===== src/rtl/i2cts_pkg.sv =====
// i2cts_pkg: types, codes and sizes shared by the two-wire transfer sequencer.
// No dependencies; every rtl file imports it.
`timescale 1ns / 1ps

package i2cts_pkg;

   localparam int BUF_DEPTH = 128;
   localparam int BUF_AW = $clog2(BUF_DEPTH);
   localparam logic [7:0] SEND_MAX = 8'(BUF_DEPTH);
   localparam logic [6:0] OWN_ADDR_DEFAULT = 7'd2;

   typedef enum logic [1:0] {
      OP_LOAD  = 2'd0,
      OP_START = 2'd1,
      OP_EVENT = 2'd2,
      OP_NOP   = 2'd3
   } op_type;

   typedef enum logic [1:0] {
      KIND_SEND      = 2'd0,
      KIND_RECV      = 2'd1,
      KIND_SEND_RECV = 2'd2,
      KIND_NONE      = 2'd3
   } kind_type;

   // bus status events; codes above ST_NO_INFO are unknown
   typedef enum logic [4:0] {
      ST_START        = 5'd0,
      ST_REP_START    = 5'd1,
      ST_MT_SLA_ACK   = 5'd2,
      ST_MT_DATA_ACK  = 5'd3,
      ST_ARB_LOST     = 5'd4,
      ST_MR_SLA_ACK   = 5'd5,
      ST_MR_DATA_ACK  = 5'd6,
      ST_MR_DATA_NACK = 5'd7,
      ST_SR_SLA_ACK   = 5'd8,
      ST_SR_ARB_LOST  = 5'd9,
      ST_SR_DATA_ACK  = 5'd10,
      ST_SR_STOP      = 5'd11,
      ST_ST_SLA_ACK   = 5'd12,
      ST_ST_DATA_ACK  = 5'd13,
      ST_ST_DATA_NACK = 5'd14,
      ST_ST_LAST_ACK  = 5'd15,
      ST_BUS_ERROR    = 5'd16,
      ST_NO_INFO      = 5'd17
   } status_type;

   localparam logic READ_BIT = 1'b1;

   typedef struct packed {
      logic [1:0] op;
      logic [1:0] transfer_kind;
      logic [6:0] target_addr;
      logic [7:0] send_count;
      logic [7:0] recv_count;
      logic [6:0] load_index;
      logic [7:0] load_byte;
      logic [4:0] status_code;
      logic [7:0] bus_byte;
   } req_type;

   typedef struct packed {
      logic       accepted;
      logic [7:0] drive_byte;
      logic       drive_valid;
      logic       issue_start;
      logic       issue_stop;
      logic       ack_next;
      logic       busy_flag;
      logic       result_ok;
      logic       rx_valid;
      logic [6:0] rx_position;
      logic [7:0] rx_value;
      logic [7:0] slave_packet_len;
   } rsp_type;

   // handshake between input stage and the sequencing core
   typedef struct packed {
      logic step;
   } flow_type;

endpackage


===== src/rtl/i2cts_tx_mem.sv =====
// i2cts_tx_mem: transmit byte buffer, one write port and one registered read port.
// Read is write-first so a byte loaded at the read address shows up at once.
// Depends on i2cts_pkg.
`timescale 1ns / 1ps

module i2cts_tx_mem (
   input  logic                       clock,
   input  logic                       wr_en,
   input  logic [i2cts_pkg::BUF_AW-1:0] wr_addr,
   input  logic [7:0]                 wr_data,
   input  logic [i2cts_pkg::BUF_AW-1:0] rd_addr,
   output logic [7:0]                 rd_data
);
   import i2cts_pkg::*;

   logic [7:0] mem [BUF_DEPTH];
   logic [7:0] rd_data_ff;

   always_ff @(posedge clock) begin
      if (wr_en) begin
         mem[wr_addr] <= wr_data;
      end
   end

   always_ff @(posedge clock) begin
      if (wr_en && (wr_addr == rd_addr)) begin
         rd_data_ff <= wr_data;
      end else begin
         rd_data_ff <= mem[rd_addr];
      end
   end

   assign rd_data = rd_data_ff;

endmodule


===== src/rtl/i2cts_in_stage.sv =====
// i2cts_in_stage: input register of the sequencer, with stall back to the requester.
// Depends on i2cts_pkg.
`timescale 1ns / 1ps

module i2cts_in_stage (
   input  logic               clock,
   input  logic               reset,
   input  logic               req_valid,
   output logic               req_stall,
   input  i2cts_pkg::req_type req_data,
   input  logic               out_free,
   output i2cts_pkg::flow_type flow,
   output i2cts_pkg::req_type item
);
   import i2cts_pkg::*;

   logic    valid_ff, valid_in;
   req_type item_ff;
   logic    step;
   logic    take;

   assign step      = valid_ff & out_free;
   assign req_stall = valid_ff & ~step;
   assign take      = req_valid & ~req_stall;
   assign valid_in  = take | (valid_ff & ~step);

   always_ff @(posedge clock) begin
      if (reset) begin
         valid_ff <= 1'b0;
      end else begin
         valid_ff <= valid_in;
      end
   end

   always_ff @(posedge clock) begin
      if (take) begin
         item_ff <= req_data;
      end
   end

   assign flow.step = step;
   assign item      = item_ff;

endmodule


===== src/rtl/i2cts_seq_core.sv =====
// i2cts_seq_core: transfer state registers and the per-request decode that
// produces the next bus action. Depends on i2cts_pkg and i2cts_tx_mem.
`timescale 1ns / 1ps

module i2cts_seq_core (
   input  logic                clock,
   input  logic                reset,
   input  i2cts_pkg::flow_type flow,
   input  i2cts_pkg::req_type  item,
   input  logic                csr_we,
   input  logic [6:0]          csr_wdata,
   output i2cts_pkg::rsp_type  result
);
   import i2cts_pkg::*;

   kind_type   kind_ff, kind_in;
   logic [6:0] addr_ff, addr_in;
   logic [7:0] send_len_ff, send_len_in;
   logic [7:0] recv_len_ff, recv_len_in;
   logic [7:0] sent_ff, sent_in;
   logic [7:0] recv_pos_ff, recv_pos_in;
   logic [7:0] slave_pos_ff, slave_pos_in;
   logic       busy_ff, busy_in;
   logic       ok_ff, ok_in;
   logic [6:0] own_addr_ff, own_addr_in;

   logic       idle_ret;
   logic [7:0] tx_byte;
   logic [7:0] send_clamp;
   logic [7:0] pos_inc;
   logic       mem_we;
   logic [BUF_AW-1:0] mem_raddr;
   op_type     op;
   kind_type   req_kind;
   status_type code;

   assign op       = op_type'(item.op);
   assign req_kind = kind_type'(item.transfer_kind);
   assign code     = status_type'(item.status_code);
   assign send_clamp = (item.send_count > SEND_MAX) ? SEND_MAX : item.send_count;
   assign pos_inc  = recv_pos_ff + 8'd1;

   always_comb begin
      kind_in      = kind_ff;
      addr_in      = addr_ff;
      send_len_in  = send_len_ff;
      recv_len_in  = recv_len_ff;
      sent_in      = sent_ff;
      recv_pos_in  = recv_pos_ff;
      slave_pos_in = slave_pos_ff;
      busy_in      = busy_ff;
      ok_in        = ok_ff;
      own_addr_in  = csr_we ? csr_wdata : own_addr_ff;
      idle_ret     = 1'b0;

      result = '0;
      result.ack_next = 1'b1;

      case (op)
         OP_START: begin
            if (!busy_ff && (req_kind != KIND_NONE)) begin
               result.accepted    = 1'b1;
               result.issue_start = 1'b1;
               kind_in     = req_kind;
               addr_in     = item.target_addr;
               send_len_in = (req_kind != KIND_RECV) ? send_clamp : 8'd0;
               recv_len_in = (req_kind != KIND_SEND) ? item.recv_count : 8'd0;
               recv_pos_in = 8'd0;
               busy_in     = 1'b1;
               ok_in       = 1'b0;
            end
         end
         OP_EVENT: begin
            case (code)
               ST_START: begin
                  if (kind_ff == KIND_NONE) begin
                     idle_ret = 1'b1;
                  end else begin
                     busy_in = 1'b1;
                     ok_in   = 1'b0;
                     sent_in = 8'd0;
                     result.drive_byte  = {addr_ff, (kind_ff == KIND_RECV)};
                     result.drive_valid = 1'b1;
                  end
               end
               ST_REP_START: begin
                  if (kind_ff == KIND_NONE) begin
                     idle_ret = 1'b1;
                  end else begin
                     result.drive_byte  = {addr_ff, READ_BIT};
                     result.drive_valid = 1'b1;
                  end
               end
               ST_MT_SLA_ACK, ST_MT_DATA_ACK: begin
                  if (sent_ff >= send_len_ff) begin
                     if (kind_ff == KIND_SEND_RECV) begin
                        result.issue_start = 1'b1;
                     end else begin
                        result.issue_stop = 1'b1;
                        ok_in    = 1'b1;
                        idle_ret = 1'b1;
                     end
                  end else begin
                     // sent_ff is below send_len, so below the buffer depth
                     result.drive_byte  = tx_byte;
                     result.drive_valid = 1'b1;
                     sent_in = sent_ff + 8'd1;
                  end
               end
               ST_ARB_LOST: begin
                  result.issue_start = 1'b1;
               end
               ST_MR_SLA_ACK: begin
                  recv_pos_in = 8'd0;
                  result.ack_next = (recv_len_ff > 8'd1);
               end
               ST_MR_DATA_ACK, ST_MR_DATA_NACK: begin
                  result.rx_valid    = 1'b1;
                  result.rx_position = recv_pos_ff[6:0];
                  result.rx_value    = item.bus_byte;
                  recv_pos_in = pos_inc;
                  if (code == ST_MR_DATA_ACK) begin
                     // nack the byte that will be the last one
                     result.ack_next = (({1'b0, pos_inc} + 9'd1) < {1'b0, recv_len_ff});
                  end else begin
                     result.issue_stop = 1'b1;
                     ok_in    = 1'b1;
                     idle_ret = 1'b1;
                  end
               end
               ST_SR_SLA_ACK: begin
                  busy_in      = 1'b1;
                  slave_pos_in = 8'd0;
               end
               ST_SR_ARB_LOST: begin
                  result.ack_next = 1'b0;
               end
               ST_SR_DATA_ACK: begin
                  if (slave_pos_ff != 8'hff) begin
                     slave_pos_in = slave_pos_ff + 8'd1;
                  end
               end
               ST_SR_STOP: begin
                  result.slave_packet_len = slave_pos_ff;
                  ok_in    = 1'b1;
                  idle_ret = 1'b1;
               end
               ST_ST_SLA_ACK, ST_ST_DATA_ACK, ST_ST_DATA_NACK, ST_ST_LAST_ACK,
               ST_NO_INFO: begin
               end
               ST_BUS_ERROR: begin
                  result.issue_stop = 1'b1;
                  idle_ret = 1'b1;
               end
               default: begin
                  idle_ret = 1'b1;
               end
            endcase
         end
         default: begin
         end
      endcase

      if (idle_ret) begin
         own_addr_in  = OWN_ADDR_DEFAULT;
         kind_in      = KIND_NONE;
         addr_in      = 7'd0;
         send_len_in  = 8'd0;
         recv_len_in  = 8'd0;
         sent_in      = 8'd0;
         slave_pos_in = 8'd0;
         busy_in      = 1'b0;
      end

      result.busy_flag = busy_in;
      result.result_ok = ok_in;
   end

   always_ff @(posedge clock) begin
      if (reset) begin
         kind_ff      <= KIND_NONE;
         addr_ff      <= 7'd0;
         send_len_ff  <= 8'd0;
         recv_len_ff  <= 8'd0;
         sent_ff      <= 8'd0;
         recv_pos_ff  <= 8'd0;
         slave_pos_ff <= 8'd0;
         busy_ff      <= 1'b0;
         ok_ff        <= 1'b0;
         own_addr_ff  <= OWN_ADDR_DEFAULT;
      end else if (flow.step) begin
         kind_ff      <= kind_in;
         addr_ff      <= addr_in;
         send_len_ff  <= send_len_in;
         recv_len_ff  <= recv_len_in;
         sent_ff      <= sent_in;
         recv_pos_ff  <= recv_pos_in;
         slave_pos_ff <= slave_pos_in;
         busy_ff      <= busy_in;
         ok_ff        <= ok_in;
         own_addr_ff  <= own_addr_in;
      end else if (csr_we) begin
         own_addr_ff  <= csr_wdata;
      end
   end

   // the buffer always holds the byte at the current send position ready
   assign mem_we    = flow.step & (op == OP_LOAD);
   assign mem_raddr = flow.step ? sent_in[BUF_AW-1:0] : sent_ff[BUF_AW-1:0];

   i2cts_tx_mem u_tx_mem (
      .clock   (clock),
      .wr_en   (mem_we),
      .wr_addr (item.load_index[BUF_AW-1:0]),
      .wr_data (item.load_byte),
      .rd_addr (mem_raddr),
      .rd_data (tx_byte)
   );

endmodule


===== src/rtl/i2c_transfer_sequencer_unit.sv =====
// i2c_transfer_sequencer_unit: top level of the two-wire transfer sequencer.
// Depends on i2cts_pkg, i2cts_in_stage and i2cts_seq_core.
`timescale 1ns / 1ps

// Takes requests (transmit byte load, transfer start, bus status event or no-op)
// and returns exactly one response per request, in order. A request is registered
// in the input register on acceptance and stays there while the response register
// is stalled; its decode is then captured in the response register. Sustained rate
// is one request per cycle while rsp_stall is low; it is set by the single state
// update in the sequencing core, which also keeps the next transmit byte prefetched
// from the 128-byte buffer so a send never waits on the memory read. The buffer
// needs no clearing after reset if the user sends only loaded positions; the block
// does not enforce this. The user writes the own-address register through the csr
// port only while no request is in flight, unenforced by the block; it resets to 2.

module i2c_transfer_sequencer_unit (
   input  logic               clock,
   input  logic               reset,
   input  logic               req_valid,
   output logic               req_stall,
   input  i2cts_pkg::req_type req_data,
   output logic               rsp_valid,
   input  logic               rsp_stall,
   output i2cts_pkg::rsp_type rsp_data,
   input  logic               csr_valid,
   output logic               csr_ready,
   input  logic [6:0]         csr_data
);
   import i2cts_pkg::*;

   flow_type flow;
   req_type  item;
   rsp_type  result;
   rsp_type  rsp_data_ff;
   logic     rsp_valid_ff, rsp_valid_in;
   logic     out_free;

   assign out_free  = ~rsp_valid_ff | ~rsp_stall;
   assign csr_ready = 1'b1;

   i2cts_in_stage u_in_stage (
      .clock     (clock),
      .reset     (reset),
      .req_valid (req_valid),
      .req_stall (req_stall),
      .req_data  (req_data),
      .out_free  (out_free),
      .flow      (flow),
      .item      (item)
   );

   i2cts_seq_core u_seq_core (
      .clock     (clock),
      .reset     (reset),
      .flow      (flow),
      .item      (item),
      .csr_we    (csr_valid & csr_ready),
      .csr_wdata (csr_data),
      .result    (result)
   );

   assign rsp_valid_in = flow.step | (rsp_valid_ff & rsp_stall);

   always_ff @(posedge clock) begin
      if (reset) begin
         rsp_valid_ff <= 1'b0;
      end else begin
         rsp_valid_ff <= rsp_valid_in;
      end
   end

   always_ff @(posedge clock) begin
      if (flow.step) begin
         rsp_data_ff <= result;
      end
   end

   assign rsp_valid = rsp_valid_ff;
   assign rsp_data  = rsp_data_ff;

endmodule


===== config.mk =====
export PLATFORM = sky130hd
export DESIGN_NAME = i2c_transfer_sequencer_unit
export DESIGN_NICKNAME = d
export VERILOG_FILES = /design/src/rtl/i2cts_pkg.sv /design/src/rtl/i2cts_tx_mem.sv /design/src/rtl/i2cts_in_stage.sv /design/src/rtl/i2cts_seq_core.sv /design/src/rtl/i2c_transfer_sequencer_unit.sv
export SDC_FILE = /design/constraint.sdc
export NUM_CORES = 1
export LEC_CHECK = 0
export BUFFER_PORTS_ARGS = -buffer_cell sky130_fd_sc_hd__buf_2
export CAP_MARGIN = 15
export CORE_MARGIN = 5
export CORE_UTILIZATION = 45
export CTS_CLUSTER_SIZE = 12
export DETAILED_ROUTE_END_ITERATION = 7
export HOLD_SLACK_MARGIN = 0.12
export RECOVER_POWER = 50
export SYNTH_ARGS = -nofsm -noshare
export SYNTH_HDL_FRONTEND = slang
export SYNTH_HIERARCHICAL = 1
export SYNTH_SLANG_ARGS = --single-unit

===== constraint.sdc =====
create_clock -name clock -period 5.3 [get_ports clock]
set_input_delay 1.06 -clock clock [delete_from_list [all_inputs] [get_ports clock]]
set_output_delay 1.06 -clock clock [all_outputs]
set_load 0.02 [all_outputs]

# After elaboration in Yosys (flattened, before gate mapping)
# Memory sizes are Yosys's and may differ from the RTL's. A register that Yosys moved wholly into a read port is not among the register bits.
# Index checks and enable logic that the tools add are counted.
[word_totals]
reg_bits = 147
mem_bits_rw = 1024
inputBits = 67
out_inout_bits = 42
word_cells = 166
n_memories = 1
[memory_table]
columns = ["name", "words", "word_bits", "read_ports", "rd_clocked_by_memory_dff", "wr", "line_no", "source"]
rows = [
  ["u_seq_core.u_tx_mem.mem", 128, 8, 1, 1, 1, "i2cts_tx_mem.sv:16", "logic [7:0] mem [BUF_DEPTH];"],
]
[classes]
n_addsub = 4
magnitude_cmp = 4
n_eq_ne = 30
n_mux = 61
bitwise_logic = 12
reduce_logical = 21
[op_table]
columns = ["op", "count"]
rows = [
  ["$mux 8", 17],
  ["$pmux 8 s2", 4],
  ["$eq 5x4->1 const B", 8],
  ["$mux 7", 4],
  ["$mux 9", 3],
  ["$pmux 9 s3", 1],
  ["$add 8x1->8 const B", 3],
  ["$eq 5x3->1 const B", 4],
  ["$mux 1", 18],
  ["$mux 16", 1],
  ["$eq 5x2->1 const B", 2],
  ["$eq 5x5->1 const B", 2],
  ["$pmux 1 s2", 5],
  ["$reduce_bool 2->1", 5],
  ["$reduce_or 10->1", 1],
  ["$add 8x1->9 const B", 1],
  ["$lt 9x8->1", 1],
  ["$ge 8x8->1", 1],
  ["$gt 8x1->1 const B", 1],
  ["$gt 8x8->1 const B", 1],
  ["$mux 2", 4],
  ["$ne 8x8->1 const B", 1],
  ["$pmux 1 s4", 2],
  ["$reduce_and 4->1", 2],
  ["21 further kinds", 40],
]

# Logic depth before layout (Yosys ltp)
[logic_depth]
ltp_word = 8
mapped_depth = 12
ltp_nobuf = 11

# Modules after synthesis
# Netlist, hierarchy kept.
[modules_own_cells]
columns = ["mod", "n_inst", "cells_each", "area_each_um2", "seq_area_each_um2"]
rows = [
  ["i2cts_tx_mem", 1, 1634, 39645.5, 30889.6],
  ["i2cts_seq_core", 1, 459, 3702.3, 1021.0],
  ["i2cts_in_stage", 1, 60, 1707.9, 1671.6],
  ["i2c_transfer_sequencer_unit", 1, 45, 1214.9, 1191.1],
]

# Worst setup path after synthesis
# OpenSTA, ideal clock, no wires.
[synth_timing]
path_kind = "input to register"
from = "input rsp_stall"
to = "memory u_seq_core.u_tx_mem.mem[110][0] (enable)"
setup_time_ps = 370
arrival_time_ps = 4289
required_ps = 4930
path_slack_ps = 640
path_stages = 10
cell_sequence = "nand2_1 > and2_1 > buf_1 > clkbuf_1 > and2_1 > clkbuf_1 > nor2b_1 > nand3_1 > clkbuf_1 > nor2_1"
[synth_between]
elab_chain_len = 6
[synth_lines]
columns = ["item", "line_no", "source"]
rows = [
  ["start, declared", "i2c_transfer_sequencer_unit.sv:23", "input logic rsp_stall,"],
  ["$not 1->1", "i2c_transfer_sequencer_unit.sv:38", "assign out_free = ~rsp_valid_ff | ~rsp_stall;"],
  ["$or 1x1->1", "i2c_transfer_sequencer_unit.sv:38", ""],
  ["$and 1x1->1", "i2cts_in_stage.sv:22", "assign step = valid_ff & out_free;"],
  ["via flow", "i2c_transfer_sequencer_unit.sv:31", "flow_type flow;"],
  ["$and 1x1->1", "i2cts_seq_core.sv:208", "assign mem_we = flow.step & (op == OP_LOAD);"],
  ["via u_seq_core.mem_we", "i2cts_seq_core.sv:31", "logic mem_we;"],
  ["$mux 1", "i2cts_tx_mem.sv:20", "if (wr_en) begin"],
  ["$mux 1 (not written as such)", "i2cts_tx_mem.sv:21", "mem[wr_addr] <= wr_data;"],
  ["end, declared", "i2cts_tx_mem.sv:16", ""],
]
# The timed path passes the listed nets, and every way through them passes these cells.

# Worst setup path in the final report
[layout_timing]
from = "register u_in_stage.item_ff, in the netlist u_in_stage/item[17]"
to = "memory u_seq_core.u_tx_mem.mem[14][4] (data pin)"
[layout_lines]
columns = ["item", "line_no", "source"]
rows = [
  ["start, declared", "i2cts_in_stage.sv:18", "req_type item_ff;"],
  ["start signal, assigned", "i2cts_in_stage.sv:37", "item_ff <= req_data;"],
]
# No word-level cell before the write port.

==> impl_metrics.tcl <==
set metrics [dict create \
    setup_viol 0 \
    period_share_pct 80.9 \
    antenna_cells 0 \
    p_comb_share_pct 1.7 \
    cts_buffers 119 \
    vdd_drop_max_v 0.000263 \
    cts_tree "done" \
    synthFlopType "edfxtp_1" \
    power_density_nw_per_um2 352 \
    fin_nets 2490 \
    cts.reportedPaths.clkPinSlew_ns 0.06 \
    max_clock_freq_mhz 233 \
    p_int_uw 14800 \
    fillers 8035 \
    holdWs_ns 0.477 \
    violations "max-capacitance violations, max-slew violations" \
    routedWlPerCell_um 27.4 \
    skew_ns 0.0263 \
    p_sw_uw 3630 \
    worst-path-buf-inv 2 \
    viasPerCell 5.84 \
    postCtsSetupBuffers 0 \
    cap_violations 15 \
    ys_seq_area_share_pct 75.2 \
    cp-start-kind "flip-flop" \
    drive_gt1_share_pct 26.7 \
    track_usage_pct 19.3 \
    critical_path.top_delay_family "buffers and inverters" \
    place.gp.congestion 0.819 \
    die_area_um2 109000 \
    cts_resized 0 \
    utilization_pct 51.3 \
    crit_path_end_kind "flip-flop" \
    ioPinCount 109 \
    die_y_um 331 \
    die_w_um 331 \
    tightest_slew_ns 4.07 \
    hold_violations 0 \
    cts.sinks 1178 \
    drt_wl_total_um 106000 \
    hold_class "flip-flop to flip-flop" \
    power_frac_clock_pct 42.3 \
    antenna_left 0 \
    drv_slew 904 \
    ys_types 73 \
    min_period_ns 4.29 \
    critical_path_required_ns 5.70 \
    syn_avg_cell_area_um2 21.1 \
    rows 117 \
    status "finished with violations" \
    leakage_uw 0.0159 \
    drt_first_pass_iters 7 \
    ys_warn_count 6 \
    cts_max_path_buffers 3 \
    tns_ns 0 \
    grt_max_degree 93 \
    grt_pass1_wl_um 155000 \
    pre_cts_ws_ns 1.27 \
    p_sw_share_pct 19.7 \
    syn_inst 2198 \
    clockRootBuffer "clkbuf_16" \
    io_buffers 99 \
    power_frac_seq_pct 55.9 \
    syn_to_final_growth_pct 13.0 \
    slowest_stage "clkbuf_1" \
    overflow 0 \
    grt_pass1_vias 22941 \
    synth.top_cell.area_share_pct 72.6 \
    critical_path_class "flip-flop to flip-flop" \
    start_util_pct 45.4 \
    relSlewSlack_pct -171 \
    antenna_found_initial 0 \
    htreeDepth 3 \
    async_flop_share_pct 0 \
    crit_fanout 80 \
    insertion_delay_ns 0.69 \
    synth_top_cell_by_area "edfxtp_1" \
    core_um2 102000 \
    slowest_delay_ns 2.78 \
    grt_setup_unrepaired "false" \
    synth_edf_count 1118 \
    arrival_ns 4.69 \
    postLayoutSetupSlackWorst_ns 1.01 \
    ys_ff_latch 1178 \
    drc_errors 0 \
    post-dp-hpwl_um 65500 \
    drtIter0Drc 2229 \
    netlist_top_cells_area "edfxtp_1, mux4_2, dfxtp_1, nor2_1, ha_1" \
    path_cells "clkbuf_1, buf_4" \
    via_count 22479 \
    synth_fp_nets 2288 \
    synth_area_um2 46300 \
    cts_hold_buffers 0 \
]
through the flow:
step | power (uW) | instance area, um^2 | instances
2_1_floorplan | 10600 | 46300 | 2198
3_3_place_gp | 10800 | 48800 | 3645
3_5_place_dp | 10800 | 48800 | 3646
4_1_cts | 18600 | 52400 | 3850
5_1_grt | 19000 | 52300 | 3851
6_report | 18400 | 52300 | 3851
synthesized netlist by cell type, drive strengths merged, types with 3 or more instances:
cell and count:
a32o 3, inv 31, a22o 28, nor4 5
dfxtp 60, nand3 29, mux4 336, nand4 5
a22oi 3, mux2i 6, o21ai 22, buf 55
edfxtp 1118, a31o 3, nor4b 5, xor2 10
nor3 29, nand2b 8, a21o 7, nor2b 11
a31oi 5, o311a 3, ha 23, or3 5
a211oi 3, or4 3, o31ai 3, clkbuf 60
o21a 3, o22ai 5, o21bai 5, nor2 153
nand3b 3, xnor2 5, nand2 40, a21oi 32
o211ai 3, and2 28, mux2 8, and3 9
metal layers:
layer  GRT usage [%]  share of wire, %  up-vias
met3            3.20               6.9      145
met1            27.8                42    11980
met4            4.27               1.8        0
li1                -                 -     9549
met5               0                 0        -
met2            31.5                49      805
state kept, by name, indices dropped and copies added, names as in the netlist, named ones only:
| signal | cells |
|---|---|
| u_seq_core/sent_ff | 8 |
| u_seq_core/recv_pos_ff | 8 |
| u_seq_core/recv_len_ff | 8 |
| u_seq_core/u_tx_mem/mem | 1024 |
| rsp_valid | 1 |
| u_seq_core/slave_pos_ff | 8 |
| u_seq_core/ok_ff | 1 |
| u_in_stage/item | 55 |
| u_seq_core/send_len_ff | 8 |
| u_in_stage/valid_ff | 1 |
| u_seq_core/addr_ff | 7 |
| u_seq_core/busy_ff | 1 |
| u_seq_core/kind_ff | 2 |
| rsp_data | 39 |
cells in the final DEF (no fill, tap or decap), types with 7 or more instances in the layout:
cell type	Yosys	routed
nor2b_1	10	10
a21o_1	7	7
clkinv_1	0	19
ha_1	23	23
o21ai_0	14	14
mux4_2	336	336
nor3_1	28	27
buf_12	0	11
mux2_2	8	8
and2_1	28	26
o21ai_1	8	8
nand3_1	29	29
nand2_1	40	40
clkbuf_16	0	121
nand2b_1	8	8
buf_4	16	69
nor2_1	152	152
buf_2	17	69
clkbuf_1	59	78
dfxtp_1	60	56
edfxtp_1	1118	1118
clkinv_2	0	12
xor2_1	10	10
and3_1	9	9
a22o_1	28	28
inv_1	31	31
a21oi_1	31	31
cell type report:
class | count | area (um^2) | area share, %
Clock inverter | 41 | 334 | 0.639
Clock buffer | 163 | 3240 | 6.19
Tap cell | 1368 | 1710 | 3.27
Multi-Input combinational cell | 874 | 10900 | 20.8
Inverter | 31 | 116 | 0.222
Timing Repair Buffer | 196 | 1270 | 2.42
Sequential cell | 1178 | 34800 | 66.5
power groups by stage:
stage	clock (uW)	sequential, uW	combinational [uW]
finish	7790	10300	320
global route	8360	10300	345
CTS	7960	10300	331
detailed placement	0	10500	330
global placement	0	10500	314
floorplan	0	10500	102
worst paths after layout:
kind,start,slack (ns),end,cells after the start
setup / recovery,u_in_stage/item[17]$_DFFE_PP_,1.01,u_seq_core/u_tx_mem/mem[14][4]$_DFFE_PP_,2
setup reg to reg,u_in_stage/item[17]$_DFFE_PP_,1.01,u_seq_core/u_tx_mem/mem[14][4]$_DFFE_PP_,2
hold reg to reg,u_seq_core/addr_ff[6]$_SDFFE_PP0P_,0.48,u_seq_core/addr_ff[6]$_SDFFE_PP0P_,1
hold / removal,u_seq_core/addr_ff[6]$_SDFFE_PP0P_,0.48,u_seq_core/addr_ff[6]$_SDFFE_PP0P_,1
cells by family after synthesis:
logic type               Yosys count  synth area share [%]
flip-flops                      1178                  75.2
multiplexers                     350                  16.7
AND/OR/NAND/NOR                  337                  3.52
AO/OA/AOI/OAI                    148                  2.34
buffers and inverters            146                  1.40
adder cells (fa/ha/maj)           23                 0.622
XOR/XNOR                          15                 0.284
other                              1               0.00810
Note: power is estimated with default switching activity, not from simulation.
